===== src/hdl/dnffp_pkg.sv =====
// Shared types and constants of the dual-node first-fit placer
`default_nettype none
package dnffp_pkg;
    localparam logic CMD_ADD = 1'b0;
    localparam logic CMD_DEL = 1'b1;

    localparam logic [1:0] NODE_A    = 2'd0;
    localparam logic [1:0] NODE_B    = 2'd1;
    localparam logic [1:0] NODE_BOTH = 2'd2;

    localparam logic [1:0] ST_OK       = 2'd0;
    localparam logic [1:0] ST_NO_SLOT  = 2'd1;
    localparam logic [1:0] ST_TOO_BIG  = 2'd2;
    localparam logic [1:0] ST_BAD_HNDL = 2'd3;

    localparam int FREE_W = 10;
    localparam logic [FREE_W-1:0] FREE_MAX = '1;

    typedef enum logic [3:0] {
        S_CLEAR,
        S_IDLE,
        S_LOOKUP,
        S_DECIDE,
        S_SCAN_RD,
        S_SCAN_CHK,
        S_OPEN,
        S_PLACE,
        S_GIVE_BACK,
        S_RESULT
    } dnffp_state_t;

    // controller to datapath
    typedef struct packed {
        logic clear;
        logic capture;
        logic rec_read;
        logic scan_clear;
        logic scan_read;
        logic scan_next;
        logic select;
        logic open_srv;
        logic take;
        logic give;
        logic load_result;
        logic [1:0] status;
    } dnffp_cmd_t;

    // datapath to controller
    typedef struct packed {
        logic clear_done;
        logic is_del;
        logic h_range_bad;
        logic h_valid;
        logic scan_done;
        logic fit;
        logic too_big;
        logic full;
    } dnffp_stat_t;
endpackage
`default_nettype wire


===== src/hdl/dnffp_ctrl.sv =====
// Controller state machine of the placer
`default_nettype none
module dnffp_ctrl
    import dnffp_pkg::*;
(
    input  wire logic        aclk,
    input  wire logic        aresetn,
    input  wire logic        s_valid,
    output logic             s_ready,
    output logic             m_valid,
    input  wire logic        m_ready,
    output dnffp_cmd_t       cmd,
    input  wire dnffp_stat_t stat
);
    dnffp_state_t state_reg, state_next;
    logic m_valid_reg, m_valid_next;

    // advance state
    always_ff @(posedge aclk) begin
        if (!aresetn) begin
            state_reg   <= S_CLEAR;
            m_valid_reg <= 1'b0;
        end else begin
            state_reg   <= state_next;
            m_valid_reg <= m_valid_next;
        end
    end

    assign m_valid = m_valid_reg;
    assign s_ready = (state_reg == S_IDLE);

    // next state
    always_comb begin
        state_next = state_reg;
        unique case (state_reg)
            S_CLEAR:    if (stat.clear_done) state_next = S_IDLE;
            S_IDLE:     if (s_valid) state_next = S_LOOKUP;
            S_LOOKUP:   state_next = S_DECIDE;
            S_DECIDE: begin
                if (stat.h_range_bad) state_next = S_RESULT;
                else if (stat.is_del) state_next = stat.h_valid ? S_GIVE_BACK : S_RESULT;
                else if (stat.h_valid) state_next = S_RESULT;
                else state_next = S_SCAN_RD;
            end
            S_SCAN_RD:  state_next = stat.scan_done ? S_OPEN : S_SCAN_CHK;
            S_SCAN_CHK: state_next = stat.fit ? S_PLACE : S_SCAN_RD;
            S_OPEN: begin
                if (stat.too_big || stat.full) state_next = S_RESULT;
                else state_next = S_PLACE;
            end
            S_PLACE:     state_next = S_RESULT;
            S_GIVE_BACK: state_next = S_RESULT;
            S_RESULT:    if (!m_valid_reg || m_ready) state_next = S_IDLE;
            default:     state_next = S_IDLE;
        endcase
    end

    // outputs
    always_comb begin
        cmd = '0;
        m_valid_next = m_valid_reg && !m_ready;
        unique case (state_reg)
            S_CLEAR:  cmd.clear = 1'b1;
            S_IDLE:   cmd.capture = s_valid;
            S_LOOKUP: cmd.rec_read = 1'b1;
            S_DECIDE: begin
                cmd.scan_clear = 1'b1;
                if (stat.h_range_bad) cmd.status = ST_BAD_HNDL;
                else if (stat.is_del ^ stat.h_valid) cmd.status = ST_BAD_HNDL;
            end
            S_SCAN_RD:  cmd.scan_read = !stat.scan_done;
            S_SCAN_CHK: begin
                cmd.scan_next = !stat.fit;
                cmd.select    = stat.fit;
            end
            S_OPEN: begin
                if (stat.too_big) cmd.status = ST_TOO_BIG;
                else if (stat.full) cmd.status = ST_NO_SLOT;
                else cmd.open_srv = 1'b1;
            end
            S_PLACE:     cmd.take = 1'b1;
            S_GIVE_BACK: cmd.give = 1'b1;
            S_RESULT: begin
                if (!m_valid_reg || m_ready) begin
                    cmd.load_result = 1'b1;
                    m_valid_next = 1'b1;
                end
            end
            default: ;
        endcase
    end
endmodule
`default_nettype wire


===== config.mk =====
export PLATFORM = sky130hd
export DESIGN_NAME = dnffp_ctrl
export DESIGN_NICKNAME = d
export VERILOG_FILES = /design/src/hdl/dnffp_pkg.sv /design/src/hdl/dnffp_ctrl.sv
export SDC_FILE = /design/constraint.sdc
export NUM_CORES = 1
export LEC_CHECK = 0
export ABC_CLOCK_PERIOD_IN_PS = 1400
export BUFFER_PORTS_ARGS = -buffer_cell sky130_fd_sc_hd__buf_4
export CAP_MARGIN = 10
export CORE_AREA = 2 2 39 41
export DETAILED_ROUTE_END_ITERATION = 8
export DIE_AREA = 0 0 41 43
export PLACE_DENSITY_LB_ADDON = 0.15
export SYNTH_ARGS = -nofsm -noshare
export SYNTH_HDL_FRONTEND = slang
export SYNTH_SLANG_ARGS = --single-unit

===== constraint.sdc =====
create_clock -name aclk -period 1.4 [get_ports aclk]
set_clock_uncertainty 0.1 [all_clocks]
set_input_delay 0.21 -clock aclk [delete_from_list [all_inputs] [get_ports aclk]]
set_output_delay 0.21 -clock aclk [all_outputs]
set_load 0.02 [all_outputs]

==> out/results.txt, run 1 <==
final setup fails - 14
Total Die Area - 1760 sq um
WHS - 101 ps
Clock Path Buffers - 2
library cells used by synthesis - 28
Final WS setup - -140 ps
Sw Ratio - 31.1%
IO Pins - 27
First DRT Iteration DRCs - 4
final hold violations - 0
first-pass GRT wire length - 2300 um
Reg power frac - 30.2%
Crit Path Max Fanout - 5
clock buffer count from CTS - 3
#FFs+latches synth - 5
grt ovf - 0
Bufs and invs on worst path - 1
Hold/Removal Path Class - input pin to register
Setup CP Type - register to output port
post-detail-place hpwl - 1080 um
Via Count - 648
Syn. warnings - 0
Fill cells - 100
routability cong. - 0.776
Syn Area/Cell - 7.06 sq um
Post-Syn Nets - 77
# diodes - 0
die height - 43 um
vias in the first global route - 581
post-place setup slack - -80.1 ps
net switching power figure - 0.159 mW
worst-skew pair later-pin latency - 240 ps
crit end category - output port
final worst path period need - 1540 ps
max-cap violations - 0
Cells after Synth - 64
worst slew pin tran - 420 ps
combinational power share - 37.3%
vias per cell - 5.18
R2R Setup Slk - -10 ps
clock slew at reported path FFs - 40 ps
initial antenna violation count - 0
TritonCTS clock tree - yes
CTS sink cnt - 5
violations in the final reports - setup timing
Rel. slew slack - 71.6%
CP Cell Sequence - nand2b_4, nor2_4, o21ai_2, o21ai_1, buf_4
RSZ-0062 raised after global routing - true
largest stage delay on the critical path - 360 ps
largest net degree at the start of global routing - 11
nets - 123
status - finished, violations left
crit-path leading delay family - flip-flops
Syn Std Cell Area - 452 sq um
Final period util - 110%
drt drc - 0
TritonRoute pass-1 iters - 4
sequential share of the synthesized area - 22.2%
chip width - 41 um
Int Pwr - 0.353 mW
WL/cell - 13.1 um
Routed WL - 1640 um
fmax - 0.650 GHz
Max VDD drop - 0.000431 V
crit path max-delay cell type - dfxtp_4
root buf cell - clkbuf_4
CP arrival - 1230 ps
startpoint class of the critical path - register
Final TNS setup - -1070 ps
Post-Layout Cell Count - 125
clock network power share - 32.4%
placed cell count - 113
initial cell density of the core - 32.6%
gr usage total - 19.4%
Antenna Nets Post-Route - 0
H-tree depth - 1
Pins Over Slew Limit - 0
WP data required - 1090 ps
Port Buffers - 26
Pwr Density - 498 nW/um^2
static leakage - 0.460 nW
max reg flops - 4
hold buffers post-CTS - 0
Core Area - 1380 sq um
layout cells sized above 1 - 73.4%
Area Growth Syn to Fin - 128%
num rows - 14
worst register-to-register path: stages (launching register included):
cell,delay (ps)
dfxtp_4,360
nand2b_4,170
or4b_4,480
a21oi_2,140
o21a_1,110
layer usage:
metal | track usage, % | up-vias | routed length [um]
met5 | 0 | - | 0
met4 | 10.0 | 0 | 62
met3 | 3.14 | 8 | 65
met2 | 32.2 | 20 | 888
met1 | 22.3 | 298 | 621
li1 | - | 322 | -
cell families (layout without fill, tap and decap cells):
logic type | count (synthesis) | after routing | share of synthesized area (%)
mux | 1 | 1 | 2.22
buf+inv | 11 | 56 | 11.6
compound gates | 18 | 18 | 26.3
simple gates | 28 | 28 | 34.9
flops | 5 | 5 | 22.2
fa+ha+maj | 1 | 1 | 2.77
synthesized netlist by cell type, drive strengths merged:
master,number,area (sq um)
o21ai,5,25.0
nor2,5,18.8
o311ai,1,8.76
nor4,2,12.5
nand2,3,11.3
dfxtp,5,100
a41oi,1,8.76
a21o,1,7.51
o21a,1,7.51
nand2b,4,32.5
nand3,2,10.0
mux2i,1,10.0
buf,4,26.3
nor2b,3,18.8
nor3,5,25.0
inv,7,26.3
a31oi,1,6.26
a211o,1,8.76
a211oi,1,7.51
or4b,1,10.0
ha,1,12.5
a21oi,3,15.0
o22ai,1,6.26
o21bai,1,7.51
and3,3,18.8
o311a,1,10.0
worst paths after layout:
check,startpoint,to,cells past startpoint
worst min register to register,m_valid,m_valid,2
worst max register to register,state_reg[2],state_reg[2],4
worst min-delay path,aresetn,state_reg[2],2
worst max-delay path,state_reg[2],cmd[0],5
metrics by stage:
step                      util (%)  cell area [sq um]  power [mW]
final                         74.4               1030       0.513
after global routing          74.4               1030       0.542
after CTS                     65.7                910       0.485
after detailed placement      53.3                737       0.293
after global placement        53.3                737       0.292
after floorplan                  -                465       0.220
placed cells by master (no fill, tap or decap), types with 2 or more instances in the layout:
| cell | Yosys | final |
|---|---|---|
| dfxtp_4 | 0 | 4 |
| clkbuf_4 | 0 | 3 |
| o21ai_1 | 0 | 3 |
| nand3_2 | 0 | 2 |
| nand2b_4 | 1 | 3 |
| nor2_4 | 0 | 3 |
| buf_4 | 0 | 34 |
| inv_1 | 7 | 6 |
| nor3_2 | 0 | 4 |
| a21oi_1 | 3 | 2 |
| nor2b_1 | 3 | 2 |
| buf_6 | 1 | 10 |
| and3_4 | 0 | 2 |
| nand2_2 | 0 | 2 |
area by class of cell:
| type | count | area, sq um | area share [%] |
|---|---|---|---|
| Sequential cell | 5 | 115 | 11.2 |
| Timing Repair Buffer | 45 | 388 | 37.7 |
| Tap cell | 16 | 20.0 | 1.94 |
| Multi-Input combinational cell | 48 | 454 | 44.1 |
| Clock buffer | 4 | 26.3 | 2.55 |
| Inverter | 7 | 26.3 | 2.55 |
power groups by stage:
stage / clock (mW) / combinational, mW / sequential, mW
final: 0.166 / 0.191 / 0.155
after global routing: 0.181 / 0.205 / 0.156
after CTS: 0.169 / 0.162 / 0.154
after detailed placement: 0 / 0.137 / 0.156
after global placement: 0 / 0.135 / 0.156
after floorplan: 0 / 0.0670 / 0.153
what timing repair did:
item,in CTS,in global routing
pin swaps,5,6
setup buffers,4,4
endpoints found under the setup margin,15,17
gates resized for setup,33,22
endpoints found under the hold margin,0,0
(Power assumes the default switching activity.)
==> run 2, diff against run 1 <==
ABC_CLOCK_PERIOD_IN_PS = 1500   (was 1400)
clock period = 1.5 ns   (was 1.4 ns; I/O delays follow)
==> out/results.txt, run 2 (synthesis results as in run 1) <==
status - finished, violations left (unchanged)
violations in the final reports - setup timing (unchanged)
final setup fails - 4 (was 14)
Critical Path Start - state_reg[0] (was state_reg[2])
total power - 0.448 mW (was 0.513 mW)
final worst path period need - 1540 ps
post-detail-place hpwl - 1020 um (was 1080 um)
Routed WL - 1410 um (was 1640 um)
First DRT Iteration DRCs - 6 (was 4)
H-tree depth - 1 (unchanged)
TritonCTS clock tree - yes (unchanged)
Final WS setup - -36.6 ps (was -140 ps)
Via Count - 607 (was 648)
initial antenna violation count - 0 (unchanged)
num rows - 14 (unchanged)
initial cell density of the core - 32.6% (unchanged)
clock slew at reported path FFs - 50 ps (was 40 ps)
Fill cells - 122 (was 100)
WP data required - 1170 ps (was 1090 ps)
combined area of the multi-input logic cells - 393 sq um (was 454 sq um)
Core Area - 1380 sq um (unchanged)
# diodes - 0 (unchanged)
max-cap violations - 0 (unchanged)
sequential cell area - 115 sq um (unchanged)
Cell Area, Placed - 699 sq um (was 737 sq um)
fmax - 0.651 GHz
Critical path destination - cmd[8] (was cmd[0])
post-place setup slack - 25.9 ps (was -80.1 ps)
static leakage - 0.427 nW (was 0.460 nW)
Area Growth Syn to Fin - 99.2% (was 128%)
Reg2Reg Depth - 7 (was 4)
first-pass GRT wire length - 2150 um (was 2300 um)
Rel. slew slack - 70.6% (was 71.6%)
WL/cell - 11.7 um (was 13.1 um)
grt ovf - 0 (unchanged)
Pwr Density - 498 nW/um^2 (about the same)
clock network power share - 35.3% (was 32.4%)
CP arrival - 1210 ps (was 1230 ps)
Antenna Nets Post-Route - 0 (unchanged)
IO Pins - 27 (unchanged)
Sw Ratio - 30.9% (was 31.1%)
net switching power figure - 0.138 mW (was 0.159 mW)
most frequent cells in the layout - 36 x buf_4, 7 x inv_1, 5 x nor3_2 (was 34 x buf_4, 10 x buf_6, 6 x inv_1)
startpoint class of the critical path - register (unchanged)
crit end category - output port (unchanged)
root buf cell - clkbuf_4 (unchanged)
Hold/Removal Path Class - input pin to register (unchanged)
Crit Path Max Fanout - 8 (was 5)
Max VDD drop - 0.000423 V (was 0.000431 V)
Int Pwr - 0.310 mW (was 0.353 mW)
Clock Path Buffers - 2 (unchanged)
CTS sink cnt - 5 (unchanged)
final hold violations - 0 (unchanged)
combinational power share - 32.3% (was 37.3%)
largest net degree at the start of global routing - 11 (unchanged)
clock buffer count from CTS - 3 (unchanged)
drt drc - 0 (unchanged)
TritonRoute pass-1 iters - 4 (unchanged)
vias per cell - 5.06 (was 5.18)
vias in the first global route - 548 (was 581)
Total Die Area - 1760 sq um (unchanged)
nets - 118 (was 123)
layout cells sized above 1 - 60.6% (was 73.4%)
max reg flops - 4 (unchanged)
Port Buffers - 26 (unchanged)
chip width - 41 um (unchanged)
routability cong. - 0.774 (was 0.776)
Final period util - 102%
RSZ-0062 raised after global routing - true (unchanged)
worst slew pin tran - 436 ps (was 420 ps)
commonest non-fill, non-tap cell in the layout - buf_4 (unchanged)
Reg power frac - 32.4% (was 30.2%)
worst-skew pair later-pin latency - 250 ps (was 240 ps)
Setup CP Type - register to output port (unchanged)
R2R Setup Slk - 20 ps (was -10 ps)
Pins Over Slew Limit - 0 (unchanged)
worst r2r src - state_reg[0] (was state_reg[2])
gr usage total - 17.8% (was 19.4%)
design area - 900 sq um (was 1030 sq um)
R2R Path End - state_reg[1] (was state_reg[2])
die height - 43 um (unchanged)
-- run 2: worst min-delay path by stage --
stage	start	endpoint	cells past startpoint
after floorplan	aresetn	state_reg[2]	1
after global placement	aresetn	state_reg[2]	2
after detailed placement	aresetn	state_reg[2]	2
after CTS	aresetn	state_reg[2]	2
after global routing	aresetn	state_reg[2]	2
final	aresetn	state_reg[2]	2
-- run 2: power by group through the flow --
stage | combinational (mW) | sequential (mW) | clock (mW)
5_1_grt | 0.157 | 0.145 | 0.172
6_report | 0.145 | 0.145 | 0.158
3_5_place_dp | 0.120 | 0.147 | 0
4_1_cts | 0.132 | 0.145 | 0.156
2_1_floorplan | 0.0625 | 0.143 | 0
3_3_place_gp | 0.119 | 0.147 | 0
-- run 2: final cells by class --
type	count	area share, %
flip-flops and latches	5	12.8
multi-input cells	48	43.7
repair buffers	40	35.5
clock buffers	4	2.92
inverters	7	2.92
well taps	16	2.23
-- run 2: metrics by stage --
step | util [%] | std cells | hold WS (ps) | setup TNS, ps
floorplan | - | 64 | 243 | 0
global placement | 50.5 | 108 | 361 | 0
detailed placement | 50.5 | 108 | 359 | 0
CTS | 59.8 | 116 | 108 | -91.6
global route | 65.0 | 120 | 102 | -602
finish | 65.0 | 120 | 104 | -73.8
-- run 2: timing repair --
item | 4_1_cts | 5_1_grt
hold buffers | 0 | 0
endpoints found under the setup margin | 12 | 12
endpoints found under the hold margin | 0 | 0
setup buffers | 4 | 4
pin swaps | 4 | 2
cloned | 0 | 0
resized for setup | 23 | 10
-- run 2: per-layer routing --
metal	GRT usage (%)	vias to the layer above	share of wire [%]
met2	26.9	13	52
met5	0	-	0
met4	8.00	0	0.57
met3	4.71	2	4.8
met1	22.5	278	42
li1	-	314	-
-- run 2: critical path, stage by stage (launching register included) --
cell and delay [ps]:
dfxtp_4 380, buf_4 170, nor4_4 250, buf_4 170
